===== src/bbl_pkg.sv =====
// ----------------------------------------------------------------------------
// bbl_pkg - shared types and constants of the line box blur
// Sample and field widths, register codes, controller states and the
// command/status groups between controller and datapath.
// ----------------------------------------------------------------------------
`default_nettype none

package bbl_pkg;

	localparam int SAMPLE_BITS    = 16;
	localparam int NUM_CH         = 3;
	localparam int PIXEL_W        = NUM_CH * SAMPLE_BITS;
	localparam int RADIUS_W       = 4;
	localparam int SCALE_W        = 17;
	localparam int FRAC_BITS      = 16;
	localparam int MAX_RADIUS_DEF = 15;

	localparam int CFG_IDX_W  = 1;
	localparam int CFG_DATA_W = SCALE_W;

	localparam logic [RADIUS_W-1:0]    RADIUS_RESET = RADIUS_W'(1);
	localparam logic [SCALE_W-1:0]     SCALE_RESET  = SCALE_W'(21845);
	localparam logic [SAMPLE_BITS-1:0] SAMPLE_MAX   = '1;

	typedef enum logic [CFG_IDX_W-1:0] {
		REG_RADIUS = 1'b0,
		REG_SCALE  = 1'b1
	} cfg_reg_t;

	typedef enum logic [2:0] {
		ST_IDLE,
		ST_READ,
		ST_DRAIN,
		ST_MUL,
		ST_OUT
	} state_t;

	typedef struct packed {
		logic ring_we;
		logic first_we;
		logic rd_en;
		logic use_first;
		logic acc_start;
		logic mul_en;
		logic out_load;
		logic out_line_end;
		logic out_run_last;
	} cmd_t;

	typedef struct packed {
		logic out_full;
	} stat_t;

endpackage

`default_nettype wire


===== src/bbl_ram.sv =====
// ----------------------------------------------------------------------------
// bbl_ram - generic simple dual-port RAM
// One write port, one read port, registered read data.
// ----------------------------------------------------------------------------
`default_nettype none

module bbl_ram #(
	parameter int WIDTH = 8,
	parameter int DEPTH = 16,
	localparam int AW = (DEPTH > 1) ? $clog2(DEPTH) : 1
) (
	input  wire logic             clk,
	input  wire logic             we,
	input  wire logic [AW-1:0]    waddr,
	input  wire logic [WIDTH-1:0] wdata,
	input  wire logic             re,
	input  wire logic [AW-1:0]    raddr,
	output logic      [WIDTH-1:0] rdata
);

	logic [WIDTH-1:0] mem [DEPTH];

	always_ff @(posedge clk) begin
		if (we) begin
			mem[waddr] <= wdata;
		end
		if (re) begin
			rdata <= mem[raddr];
		end
	end

endmodule

`default_nettype wire


===== src/bbl_ctrl.sv =====
// ----------------------------------------------------------------------------
// bbl_ctrl - sequencer of the line box blur
// Tracks line position and ring head, walks each output window one tap per
// cycle and steps the datapath through accumulate, multiply and output.
// ----------------------------------------------------------------------------
`default_nettype none

module bbl_ctrl
	import bbl_pkg::*;
#(
	parameter int MAX_RADIUS = MAX_RADIUS_DEF,
	localparam int DEPTH = 2 * MAX_RADIUS + 1,
	localparam int AW    = $clog2(DEPTH),
	localparam int LW    = $clog2(DEPTH + 1),
	localparam int DW    = $clog2(MAX_RADIUS + 1)
) (
	input  wire logic                clk,
	input  wire logic                arst_n,
	input  wire logic                in_valid,
	output logic                     in_ready,
	input  wire logic                in_end,
	input  wire logic [RADIUS_W-1:0] radius,
	input  wire stat_t               stat,
	output cmd_t                     cmd,
	output logic      [AW-1:0]       wr_addr,
	output logic      [AW-1:0]       rd_addr
);

	state_t        state_q, state_d;
	logic [LW-1:0] lp_q;
	logic [AW-1:0] head_q;
	logic [DW-1:0] d_q;
	logic [AW-1:0] j_q;
	logic          end_q;

	logic [DW-1:0] r_eff;
	logic [LW-1:0] lp_new;
	logic [AW-1:0] head_next;
	logic [DW-1:0] top_d;
	logic          has_out;
	logic          accept;
	logic          last_j;
	logic [AW-1:0] kk;
	logic          use_first;
	int            lpm1;
	int            k_i;
	int            kk_i;
	int            top_i;

	assign r_eff = (int'(radius) > MAX_RADIUS) ? DW'(MAX_RADIUS) : DW'(radius);
	assign lp_new = (int'(lp_q) < DEPTH) ? lp_q + LW'(1) : lp_q;
	assign head_next = (int'(head_q) == DEPTH - 1) ? '0 : head_q + AW'(1);
	assign wr_addr = head_next;
	assign accept = (state_q == ST_IDLE) && in_valid;
	assign last_j = int'(j_q) == 2 * int'(r_eff);

	// first output distance and whether this pixel yields any output
	always_comb begin
		lpm1 = int'(lp_new) - 1;
		if (in_end) begin
			has_out = 1'b1;
			top_i   = (lpm1 < int'(r_eff)) ? lpm1 : int'(r_eff);
		end else begin
			has_out = lpm1 >= int'(r_eff);
			top_i   = int'(r_eff);
		end
		top_d = DW'(top_i);
	end

	// window tap: offset back from the newest pixel, clamped to the line
	always_comb begin
		k_i       = int'(d_q) - int'(r_eff) + int'(j_q);
		kk_i      = (k_i < 0) ? 0 : k_i;
		kk        = AW'(kk_i);
		use_first = kk_i >= int'(lp_q);
		if (head_q >= kk) begin
			rd_addr = head_q - kk;
		end else begin
			rd_addr = AW'(int'(head_q) + DEPTH - int'(kk));
		end
	end

	always_ff @(posedge clk or negedge arst_n) begin
		if (!arst_n) begin
			state_q <= ST_IDLE;
		end else begin
			state_q <= state_d;
		end
	end

	always_comb begin
		state_d  = state_q;
		in_ready = 1'b0;
		cmd      = '0;
		unique case (state_q)
			ST_IDLE: begin
				in_ready = 1'b1;
				if (in_valid) begin
					cmd.ring_we  = 1'b1;
					cmd.first_we = lp_q == '0;
					state_d      = has_out ? ST_READ : ST_IDLE;
				end
			end
			ST_READ: begin
				cmd.rd_en     = 1'b1;
				cmd.use_first = use_first;
				cmd.acc_start = j_q == '0;
				if (last_j) begin
					state_d = ST_DRAIN;
				end
			end
			ST_DRAIN: begin
				state_d = ST_MUL;
			end
			ST_MUL: begin
				cmd.mul_en = 1'b1;
				state_d    = ST_OUT;
			end
			ST_OUT: begin
				if (!stat.out_full) begin
					cmd.out_load     = 1'b1;
					cmd.out_line_end = end_q && (d_q == '0);
					cmd.out_run_last = (d_q == '0) || !end_q;
					state_d          = (d_q == '0) ? ST_IDLE : ST_READ;
				end
			end
			default: begin
				state_d = ST_IDLE;
			end
		endcase
	end

	always_ff @(posedge clk or negedge arst_n) begin
		if (!arst_n) begin
			lp_q   <= '0;
			head_q <= '0;
			d_q    <= '0;
			j_q    <= '0;
			end_q  <= 1'b0;
		end else begin
			if (accept) begin
				lp_q   <= lp_new;
				head_q <= head_next;
				end_q  <= in_end;
				d_q    <= top_d;
				j_q    <= '0;
			end else if (state_q == ST_READ && !last_j) begin
				j_q <= j_q + AW'(1);
			end else if (cmd.out_load) begin
				j_q <= '0;
				if (d_q == '0) begin
					if (end_q) begin
						lp_q <= '0;
					end
				end else begin
					d_q <= d_q - DW'(1);
				end
			end
		end
	end

endmodule

`default_nettype wire


===== src/bbl_dp.sv =====
// ----------------------------------------------------------------------------
// bbl_dp - datapath of the line box blur
// Pixel ring RAM, first pixel of the line, per-channel window accumulators,
// scale multipliers, rounding with saturation and the output register.
// ----------------------------------------------------------------------------
`default_nettype none

module bbl_dp
	import bbl_pkg::*;
#(
	parameter int MAX_RADIUS = MAX_RADIUS_DEF,
	localparam int DEPTH  = 2 * MAX_RADIUS + 1,
	localparam int AW     = $clog2(DEPTH),
	localparam int SUM_W  = SAMPLE_BITS + $clog2(DEPTH),
	localparam int PROD_W = SUM_W + SCALE_W,
	localparam int RND_W  = PROD_W + 1
) (
	input  wire logic                   clk,
	input  wire logic                   arst_n,
	input  wire cmd_t                   cmd,
	input  wire logic [AW-1:0]          wr_addr,
	input  wire logic [AW-1:0]          rd_addr,
	input  wire logic [PIXEL_W-1:0]     pixel_in,
	input  wire logic [SCALE_W-1:0]     scale,
	output stat_t                       stat,
	output logic                        out_valid,
	input  wire logic                   out_ready,
	output logic      [PIXEL_W-1:0]     out_pixel,
	output logic                        out_line_end,
	output logic                        out_run_last
);

	logic [PIXEL_W-1:0]     ring_rdata;
	logic [PIXEL_W-1:0]     first_q;
	logic [PIXEL_W-1:0]     sample;
	logic                   acc_en_s1;
	logic                   use_first_s1;
	logic                   start_s1;
	logic [SUM_W-1:0]       acc_q  [NUM_CH];
	logic [PROD_W-1:0]      prod_q [NUM_CH];
	logic [PIXEL_W-1:0]     avg;
	logic [RND_W-1:0]       rnd    [NUM_CH];
	logic                   out_valid_q;
	logic [PIXEL_W-1:0]     out_pix_q;
	logic                   out_le_q;
	logic                   out_rl_q;

	bbl_ram #(
		.WIDTH (PIXEL_W),
		.DEPTH (DEPTH)
	) u_ring (
		.clk   (clk),
		.we    (cmd.ring_we),
		.waddr (wr_addr),
		.wdata (pixel_in),
		.re    (cmd.rd_en),
		.raddr (rd_addr),
		.rdata (ring_rdata)
	);

	always_ff @(posedge clk) begin
		if (cmd.first_we) begin
			first_q <= pixel_in;
		end
	end

	// tap flags are registered alongside the RAM read data
	always_ff @(posedge clk or negedge arst_n) begin
		if (!arst_n) begin
			acc_en_s1    <= 1'b0;
			use_first_s1 <= 1'b0;
			start_s1     <= 1'b0;
		end else begin
			acc_en_s1    <= cmd.rd_en;
			use_first_s1 <= cmd.use_first;
			start_s1     <= cmd.acc_start;
		end
	end

	assign sample = use_first_s1 ? first_q : ring_rdata;

	always_ff @(posedge clk) begin
		for (int c = 0; c < NUM_CH; c++) begin
			if (acc_en_s1) begin
				acc_q[c] <= (start_s1 ? '0 : acc_q[c])
					+ SUM_W'(sample[c*SAMPLE_BITS +: SAMPLE_BITS]);
			end
			if (cmd.mul_en) begin
				prod_q[c] <= PROD_W'(acc_q[c]) * PROD_W'(scale);
			end
		end
	end

	// round half up at the Q16 point, then clamp to the sample range
	always_comb begin
		for (int c = 0; c < NUM_CH; c++) begin
			rnd[c] = ({1'b0, prod_q[c]} + RND_W'(1 << (FRAC_BITS - 1))) >> FRAC_BITS;
			if (|rnd[c][RND_W-1:SAMPLE_BITS]) begin
				avg[c*SAMPLE_BITS +: SAMPLE_BITS] = SAMPLE_MAX;
			end else begin
				avg[c*SAMPLE_BITS +: SAMPLE_BITS] = rnd[c][SAMPLE_BITS-1:0];
			end
		end
	end

	always_ff @(posedge clk or negedge arst_n) begin
		if (!arst_n) begin
			out_valid_q <= 1'b0;
		end else if (cmd.out_load) begin
			out_valid_q <= 1'b1;
		end else if (out_ready) begin
			out_valid_q <= 1'b0;
		end
	end

	always_ff @(posedge clk) begin
		if (cmd.out_load) begin
			out_pix_q <= avg;
			out_le_q  <= cmd.out_line_end;
			out_rl_q  <= cmd.out_run_last;
		end
	end

	assign stat.out_full = out_valid_q && !out_ready;
	assign out_valid     = out_valid_q;
	assign out_pixel     = out_pix_q;
	assign out_line_end  = out_le_q;
	assign out_run_last  = out_rl_q;

endmodule

`default_nettype wire


===== src/box_blur_line_clamp_edge_unit.sv =====
// ----------------------------------------------------------------------------
// box_blur_line_clamp_edge_unit - horizontal box blur of one RGB line
// Edge-replicating box average over 2*radius+1 pixels, one pixel in and
// a run of averaged pixels out, with a small register write port.
// ----------------------------------------------------------------------------
//
//  channel   dir  handshake                      payload
//  s_axis    in   s_axis_tvalid / s_axis_tready  tdata: red, green, blue; tlast: line end
//  m_axis    out  m_axis_tvalid / m_axis_tready  tdata: red, green, blue; tlast: line end;
//                                                tuser: last result of a line-end run (high on other pixels' results)
//  cfg       in   cfg_valid / cfg_ready          cfg_index, cfg_data (0 radius, 1 scale)
//
//  Each output pixel is built in steps: 2r+1 single-tap reads of the pixel
//  ring RAM, one accumulate drain, one multiply, one output load.
//  A pixel before the line end yields 0 or r+1 outputs, and the line's last
//  pixel yields up to r+1 drain outputs.
//  The next pixel is taken while the last result still sits in the output
//  register; a stalled m_axis holds the sequencer before the next load.
//  No clearing pass after reset; ring entries are read only once written.
// ----------------------------------------------------------------------------
`default_nettype none

module box_blur_line_clamp_edge_unit
	import bbl_pkg::*;
#(
	parameter int MAX_RADIUS = MAX_RADIUS_DEF,
	localparam int DEPTH = 2 * MAX_RADIUS + 1,
	localparam int AW    = $clog2(DEPTH)
) (
	input  wire logic                  clk,
	input  wire logic                  arst_n,

	input  wire logic                  s_axis_tvalid,
	output logic                       s_axis_tready,
	input  wire logic [PIXEL_W-1:0]    s_axis_tdata,   // in_red, in_green, in_blue
	input  wire logic                  s_axis_tlast,   // in_line_end

	output logic                       m_axis_tvalid,
	input  wire logic                  m_axis_tready,
	output logic      [PIXEL_W-1:0]    m_axis_tdata,   // out_red, out_green, out_blue
	output logic                       m_axis_tlast,   // out_line_end
	output logic      [0:0]            m_axis_tuser,   // run_last

	input  wire logic                  cfg_valid,
	output logic                       cfg_ready,
	input  wire logic [CFG_IDX_W-1:0]  cfg_index,
	input  wire logic [CFG_DATA_W-1:0] cfg_data
);

	logic [RADIUS_W-1:0] radius_q;
	logic [SCALE_W-1:0]  scale_q;
	cmd_t                cmd;
	stat_t               stat;
	logic [AW-1:0]       wr_addr;
	logic [AW-1:0]       rd_addr;
	logic                run_last;

	assign cfg_ready = 1'b1;

	always_ff @(posedge clk or negedge arst_n) begin
		if (!arst_n) begin
			radius_q <= RADIUS_RESET;
			scale_q  <= SCALE_RESET;
		end else if (cfg_valid && cfg_ready) begin
			unique case (cfg_reg_t'(cfg_index))
				REG_RADIUS: radius_q <= cfg_data[RADIUS_W-1:0];
				REG_SCALE:  scale_q  <= cfg_data[SCALE_W-1:0];
				default:    ;
			endcase
		end
	end

	bbl_ctrl #(
		.MAX_RADIUS (MAX_RADIUS)
	) u_ctrl (
		.clk      (clk),
		.arst_n   (arst_n),
		.in_valid (s_axis_tvalid),
		.in_ready (s_axis_tready),
		.in_end   (s_axis_tlast),
		.radius   (radius_q),
		.stat     (stat),
		.cmd      (cmd),
		.wr_addr  (wr_addr),
		.rd_addr  (rd_addr)
	);

	bbl_dp #(
		.MAX_RADIUS (MAX_RADIUS)
	) u_dp (
		.clk          (clk),
		.arst_n       (arst_n),
		.cmd          (cmd),
		.wr_addr      (wr_addr),
		.rd_addr      (rd_addr),
		.pixel_in     (s_axis_tdata),
		.scale        (scale_q),
		.stat         (stat),
		.out_valid    (m_axis_tvalid),
		.out_ready    (m_axis_tready),
		.out_pixel    (m_axis_tdata),
		.out_line_end (m_axis_tlast),
		.out_run_last (run_last)
	);

	assign m_axis_tuser = run_last;

endmodule

`default_nettype wire


===== config.mk =====
export PLATFORM = sky130hd
export DESIGN_NAME = box_blur_line_clamp_edge_unit
export DESIGN_NICKNAME = d
export VERILOG_FILES = /design/src/bbl_pkg.sv /design/src/bbl_ram.sv /design/src/bbl_ctrl.sv /design/src/bbl_dp.sv /design/src/box_blur_line_clamp_edge_unit.sv
export SDC_FILE = /design/constraint.sdc
export NUM_CORES = 2
export LEC_CHECK = 0
export ABC_AREA = 0
export BUFFER_PORTS_ARGS = -buffer_cell sky130_fd_sc_hd__clkbuf_2
export CAP_MARGIN = 20
export CORE_MARGIN = 2
export CORE_UTILIZATION = 65
export CTS_CLUSTER_DIAMETER = 200
export DETAILED_ROUTE_END_ITERATION = 16
export PLACE_DENSITY = 0.84
export SLEW_MARGIN = 20
export SYNTH_ARGS = -nofsm -noshare
export SYNTH_HDL_FRONTEND = slang
export SYNTH_SLANG_ARGS = --single-unit

===== constraint.sdc =====
create_clock -name clk -period 9.7 [get_ports clk]
set_input_delay 1.94 -clock clk [delete_from_list [all_inputs] [get_ports clk]]
set_output_delay 1.94 -clock clk [all_outputs]
set_load 0.03 [all_outputs]

======== Yosys cells after proc, flatten, opt, wreduce, memory -nomap -nowiden ========
Memories as Yosys holds them, arrays and structs flattened. A register that Yosys moved wholly into a read port is not among the register bits.
Index checks and enable logic that the tools add are counted.
W data, S select, Z words.
cells by class
  add/sub/neg operators ................... 16
  multiply operators ...................... 3
  div/mod/pow operators ................... 0
  order comparisons ....................... 6
  equality and inequality tests ........... 11
  shift operators ......................... 0
  muxes and demuxes ....................... 44
  bitwise gates (word level) .............. 2
  reductions and logical operators ........ 26
operators by type and width
  kind                      number
  $add A38 B16 Y39 const B  3
  $mul A21 B17 Y38          3
  $add A21 B16 Y21          3
  $mux W21                  3
  $mux W5                   11
  $mux W48                  1
  $add A32 B6 Y32           1
  $ge A32 B6 Y1             1
  $lt A32 B1 Y1 const B     1
  $mux W32                  1
  $mux W4                   6
  $reduce_or A7 Y1          3
  $mux W3                   6
  $add A5 B1 Y5 const B     3
  $pmux W3 S5               1
  $mux W1                   13
  $logic_not A5 Y1          2
  $sub A5 B5 Y5             2
  $reduce_bool A2 Y1        4
  $eq A3 B2 Y1 const B      2
  $ge A6 B5 Y1              1
  $lt A6 B5 Y1              1
  $ne A2 B1 Y1 const B      3
  $reduce_and A3 Y1         2
  22 further kinds          31
storage, ports and cells
  bits in registers ....................... 146
  bits in latches ......................... 0
  RAM bits ................................ 1665
  bits in read-only memories .............. 0
  bits of input ports ..................... 72
  output and inout port bits .............. 53
  logic and storage cells ................. 129
  memories ................................ 3
memory list
  name             words  bits a word  rd ports  clocked after Yosys merged registers in  write ports  line           source
  u_dp.u_ring.mem  31     48           1         1                                        1            bbl_ram.sv:21  logic [WIDTH-1:0] mem [DEPTH];
  u_dp.prod_q      3      38           3         0                                        3            bbl_dp.sv:40   logic [PROD_W-1:0] prod_q [NUM_CH];
  u_dp.acc_q       3      21           3         0                                        3            bbl_dp.sv:39   logic [SUM_W-1:0] acc_q [NUM_CH];

======== Depth between registers and ports, before layout ========
  depth after elaboration ................. 8
  depth in mapped cells ................... 29
  gate-level depth less buffers ........... 25

======== Modules after synthesis ========
A second synthesis with hierarchy kept.
second synthesis, totals
  cells, all modules ...................... 8090
  area, all modules ....................... 106823.7 µm²
by module, submodules not included
  module                         instances  cells each  area each (µm²)  sequential area each (µm²)
  bbl_ram                        1          2892        58501.1          46124.2
  bbl_dp                         1          4858        45072.0          7006.7
  bbl_ctrl                       1          293         2446.1           575.6
  box_blur_line_clamp_edge_unit  1          47          804.5            536.8

======== Worst setup path before layout ========
Ideal clock, no wire load.
  path type ............................... register -> register
  start ................................... reg scale_q[2]
  end ..................................... mem u_dp.prod_q[0][33] in the netlist's numbering (data pin)
  library setup time ...................... 261 ps
  arrival time ............................ 6583 ps
  data required time ...................... 9439 ps
  setup slack ............................. 2856 ps
  cell stages (with the launch flop) ...... 26
  path buffers ............................ 2
  period minus slack after synthesis ...... 6844 ps
  cells stage by stage .................... dfstp_2 -> clkbuf_1 -> clkbuf_1 -> nand2_1 -> fa_1 -> inv_1 -> fa_1 -> inv_1 -> fa_1 -> inv_1 -> fa_1 -> inv_1 -> fa_1 -> inv_1 -> fa_1 -> ha_1 -> o211ai_1 -> nor2_1 -> a221oi_1 -> o22ai_1 -> o21ai_0 -> a21boi_1 -> a211o_1 -> a21oi_1 -> nor2b_1 -> o311a_1
RTL lines
  element                 line                                 source
  start, declared         box_blur_line_clamp_edge_unit.sv:51  logic [SCALE_W-1:0] scale_q;
  start signal, assigned  box_blur_line_clamp_edge_unit.sv:67  REG_SCALE: scale_q <= cfg_data[SCALE_W-1:0];
  end, declared           bbl_dp.sv:40

======== Worst setup path in the final report ========
  start ................................... reg radius_q[0]
  end ..................................... reg u_dp.u_ring.rdata[44] (read register of u_dp.u_ring.mem) (data pin)
between the ends
  cells in the longest elaborated chain, start to end .. 6
  elaborated cells between the ends (all ways) .. 8
  those cells by class .................... 4 x add/sub; 2 x order compare; 2 x mux
RTL lines
  element                                line                                 source
  start, declared                        box_blur_line_clamp_edge_unit.sv:50  logic [RADIUS_W-1:0] radius_q;
  start signal, assigned                 box_blur_line_clamp_edge_unit.sv:66  REG_RADIUS: radius_q <= cfg_data[RADIUS_W-1:0];
  $sub A4 B4 Y5 *                        bbl_ctrl.sv:72                       k_i = int'(d_q) - int'(r_eff) + int'(j_q);
  $add A32 B6 Y32 *                      bbl_ctrl.sv:72
  $lt A32 B1 Y1                          bbl_ctrl.sv:73                       kk_i = (k_i < 0) ? 0 : k_i;
  $mux W32 *                             bbl_ctrl.sv:73
  $sub A5 B5 Y5 (tied with other cells)  bbl_ctrl.sv:79                       rd_addr = AW'(int'(head_q) + DEPTH - int'(kk));
  $mux W5 *                              bbl_ctrl.sv:76                       if (head_q >= kk) begin
  end, declared                          bbl_ram.sv:18                        output logic [WIDTH-1:0] rdata
Every way passes the cells marked *; elsewhere a longest branch is shown, timed or not.
A chain may end at the register's enable or synchronous reset.

==> run_results.csv <==
group,metric,value,unit
outcome,outcome,"finished, final reports clean",
sta,tightest_slew,1.20,ns
place,hpwl,188,mm
critical_path,timing.critical_path.required,10.24,ns
route,drc_errors,0,
sta,setup_viol_count_final,0,
sta,fmax,123,MHz
clock_tree,postCtsSetupBuffers,0,
clock_tree,tritoncts.num_buffers,180,
place,buffer_ports.inserted,123,
grt,gr-total-overflow,0,
route,drt_pre_antenna_iters,10,
critical_path,endpoint_kind,"flop",
synth,seq_area_frac_synth,47.4,%
synth,synth.avg_cell_area,11.3,um^2
critical_path,critical_path_arrival,8.68,ns
finish,design.final.nets,11200,
finish,area_growth,7.24,%
min_path,worst_hold_path_type,"flop to flop",
synth,synth_area,0.114,mm^2
sta,setup_repair_after_global_routing_missed_its_margin,"false",
sta,timing.final.max_slew_violations,0,
clock_tree,max-clock-path-buffers,3,
route,detail_route.iter0.violations,11600,
finish,drive_above_1_share,7.05,%
floorplan,io_pins,125,
critical_path,cp_max_fo,66,
synth,synth_cell_type_count,83,
critical_path,slowest_delay,1.03,ns
clock_tree,cts_sinks,1814,
sta,total_count_of_hold_check_failures_in_the_final_report,0,
critical_path,worst-r2r-cell-count,27,
synth,synth_seq_cells,1814,
synth,synthCells,10100,
floorplan,core_region_area,0.174,mm^2
clock_tree,cts_hold_repair.buffers,0,
grt,pin_count_of_the_biggest_net_entering_global_routing,164,
clock_tree,h-tree-depth,4,
route,detail_route.wirelength,314,mm
min_path,whs_path_depth,2,
route,routedWlPerCell,25.4,um
grt,grt_antenna_before_repair,22,
grt,first_pass_grt_wire_length,479,mm
critical_path,worst_setup_path_category,"flop to flop",
route,post_drt_via_cell_ratio,6.77,
floorplan,die_area,0.179,mm^2
sta,relSlewSlack,19.9,%
floorplan,dieWidth,423,um
synth,synth_warnings,0,
route,drtAntennaViolNets,0,
sta,timing.clock.skew,0.0599,ns
floorplan,initial_core_util,65.6,%
critical_path,worst_setup_path_start_kind,"flop",
sta,finalCritPeriodShare,83.9,%
floorplan,die-height,423,um
clock_tree,clock-root-buffer,"sky130_fd_sc_hd__clkbuf_16",
grt,grt_pass1_vias,86100,
clock_tree,cts_tree,"built",
synth,ys_dominant_reg_cell,"sky130_fd_sc_hd__edfxtp_1",
critical_path,slowest_stage,"sky130_fd_sc_hd__and3b_2",
route,routed-via-count,83600,
clock_tree,cts_repair_resize_count,0,
synth,asyncSetResetFlopFracSynth,2.65,%
clock_tree,path_clk_slew,0.06,ns
job,number_of_max_cap_violations,0,
floorplan,rows,153,
clock_tree,insertion_delay,0.84,ns
sta,finalWorstPathRequiredPeriod,8.14,ns
synth,synth_enable_flop_cells,1766,
sta,setup_total_negative_slack,0,ns
synth,syn_nets,11500,
grt,track_usage,34.7,%
place,final_gp_congestion,0.926,
synth_stat cells, drive strengths merged (130+ instances only):
cell	number	area (um^2)
edfxtp	1766	53000
inv	1148	4310
nand2	1074	4030
fa	853	17100
o22ai	630	3940
clkbuf	565	2120
ha	427	5340
and2	403	2520
nor2	380	1430
nor3	357	1790
o21ai	277	1390
a21oi	245	1240
mux2i	212	2120
nor2b	170	1060
nand3	165	826
a211oi	158	1200
buf	131	679
and3	130	813
layout by cell type, fill, tap and decap left out, types with 30 or more instances in the layout:
cell and n:
sky130_fd_sc_hd__a31oi_1 63, sky130_fd_sc_hd__clkinv_1 33, sky130_fd_sc_hd__xor2_1 63, sky130_fd_sc_hd__o211ai_1 106, sky130_fd_sc_hd__and2_1 403, sky130_fd_sc_hd__clkbuf_16 182, sky130_fd_sc_hd__nand2_1 1073, sky130_fd_sc_hd__a221oi_1 65
sky130_fd_sc_hd__or3_1 65, sky130_fd_sc_hd__inv_1 1147, sky130_fd_sc_hd__o311a_1 48, sky130_fd_sc_hd__mux2_2 66, sky130_fd_sc_hd__nand3_1 165, sky130_fd_sc_hd__nor2b_1 169, sky130_fd_sc_hd__ha_1 426, sky130_fd_sc_hd__clkinv_2 30
sky130_fd_sc_hd__buf_4 114, sky130_fd_sc_hd__a21o_1 48, sky130_fd_sc_hd__nor2_4 33, sky130_fd_sc_hd__nor3_1 356, sky130_fd_sc_hd__edfxtp_1 1766, sky130_fd_sc_hd__fa_1 851, sky130_fd_sc_hd__a21oi_1 243, sky130_fd_sc_hd__a221oi_2 30
sky130_fd_sc_hd__and3_1 128, sky130_fd_sc_hd__nor4_1 102, sky130_fd_sc_hd__clkbuf_2 123, sky130_fd_sc_hd__xnor2_1 107, sky130_fd_sc_hd__o22ai_1 630, sky130_fd_sc_hd__mux2i_1 212, sky130_fd_sc_hd__o21ai_0 260, sky130_fd_sc_hd__a211oi_1 155
sky130_fd_sc_hd__nor2_1 347, sky130_fd_sc_hd__o32a_1 47, sky130_fd_sc_hd__clkbuf_1 34
metrics by stage:
stage | hold WS (ns) | worst slack, ns | cells | util [%] | instance area [um^2]
2_1_floorplan | 0.455 | 2.86 | 10100 | - | 114000
3_3_place_gp | 0.475 | 1.62 | 12000 | 66.9 | 117000
3_5_place_dp | 0.476 | 1.83 | 12000 | 66.9 | 117000
4_1_cts | 0.490 | 1.76 | 12300 | 70.3 | 123000
5_1_grt | 0.538 | 1.21 | 12300 | 70.3 | 123000
6_report | 0.489 | 1.56 | 12400 | 70.3 | 123000
critical path: cells and delay by family (launching register included):
kind | cells | cell delay, ns
xor+xnor | 1 | 0.16
buf+inv | 6 | 1.48
flops | 1 | 0.59
simple gates | 5 | 1.84
compound gates | 10 | 1.74
fa+ha+maj | 5 | 2.01
sequential cells by signal (all words and copies together) (netlist names):
name and flops:
u_ctrl.end_q 1, u_ctrl.d_q 4, u_dp.acc_en_s1 1, u_dp.use_first_s1 1, u_ctrl.state_q 3, u_dp.first_q 48, u_dp.out_valid 1, radius_q 4
u_dp.acc_q 63, u_ctrl.j_q 5, u_dp.u_ring.rdata 48, u_dp.out_run_last 1, u_ctrl.head_q 5, u_dp.u_ring.mem 1488, u_ctrl.lp_q 5, u_dp.prod_q 69
u_dp.out_pixel 48, scale_q 17, u_dp.start_s1 1, u_dp.out_line_end 1
final timing paths:
path / startpoint / to / slack, ns
worst max register to register: radius_q[0] / u_dp.u_ring.rdata[44] / 1.56
max in group asynchronous: arst_n / scale_q[15] / 7.70
worst max-delay path: radius_q[0] / u_dp.u_ring.rdata[44] / 1.56
worst min register to register: u_ctrl.end_q / u_ctrl.end_q / 0.49
min in group asynchronous: arst_n / u_ctrl.lp_q[1] / 1.30
worst min-delay path: u_ctrl.end_q / u_ctrl.end_q / 0.49
kinds of logic (layout without fill, tap and decap cells):
logic type / count (synthesis) / after routing / share of synthesized area, %
mux: 279 / 279 / 2.53
other cells: 1 / 14 / 0.00328
fa+ha+maj: 1280 / 1280 / 19.6
xor+xnor: 170 / 170 / 1.30
compound gates: 1804 / 1804 / 10.5
flops: 1814 / 1814 / 47.4
simple gates: 2936 / 2936 / 12.4
buf+inv: 1844 / 1732 / 6.22
per-layer routing:
| layer | GRT usage, % | share of wire (%) | vias to the layer above |
|---|---|---|---|
| met5 | 0 | 0.045 | - |
| met4 | 21.1 | 6.4 | 20 |
| met3 | 8.25 | 12 | 1386 |
| met2 | 56.3 | 47 | 6236 |
| met1 | 42.4 | 34 | 40700 |
| li1 | - | - | 35200 |
cell type report:
type | instances | area [um^2]
Sequential cell | 1814 | 54300
Fill cell | 11300 | 51800
Multi-Input combinational cell | 6470 | 53400
Clock buffer | 218 | 4710
Tap cell | 2325 | 2910
Inverter | 1148 | 4310
Clock inverter | 108 | 1120
Antenna cell | 13 | 32.5
Timing Repair Buffer | 258 | 1890
Power is left out: the tool's default activity adds up to more than one toggle a clock period on the data nets, which glitch-free logic cannot reach.
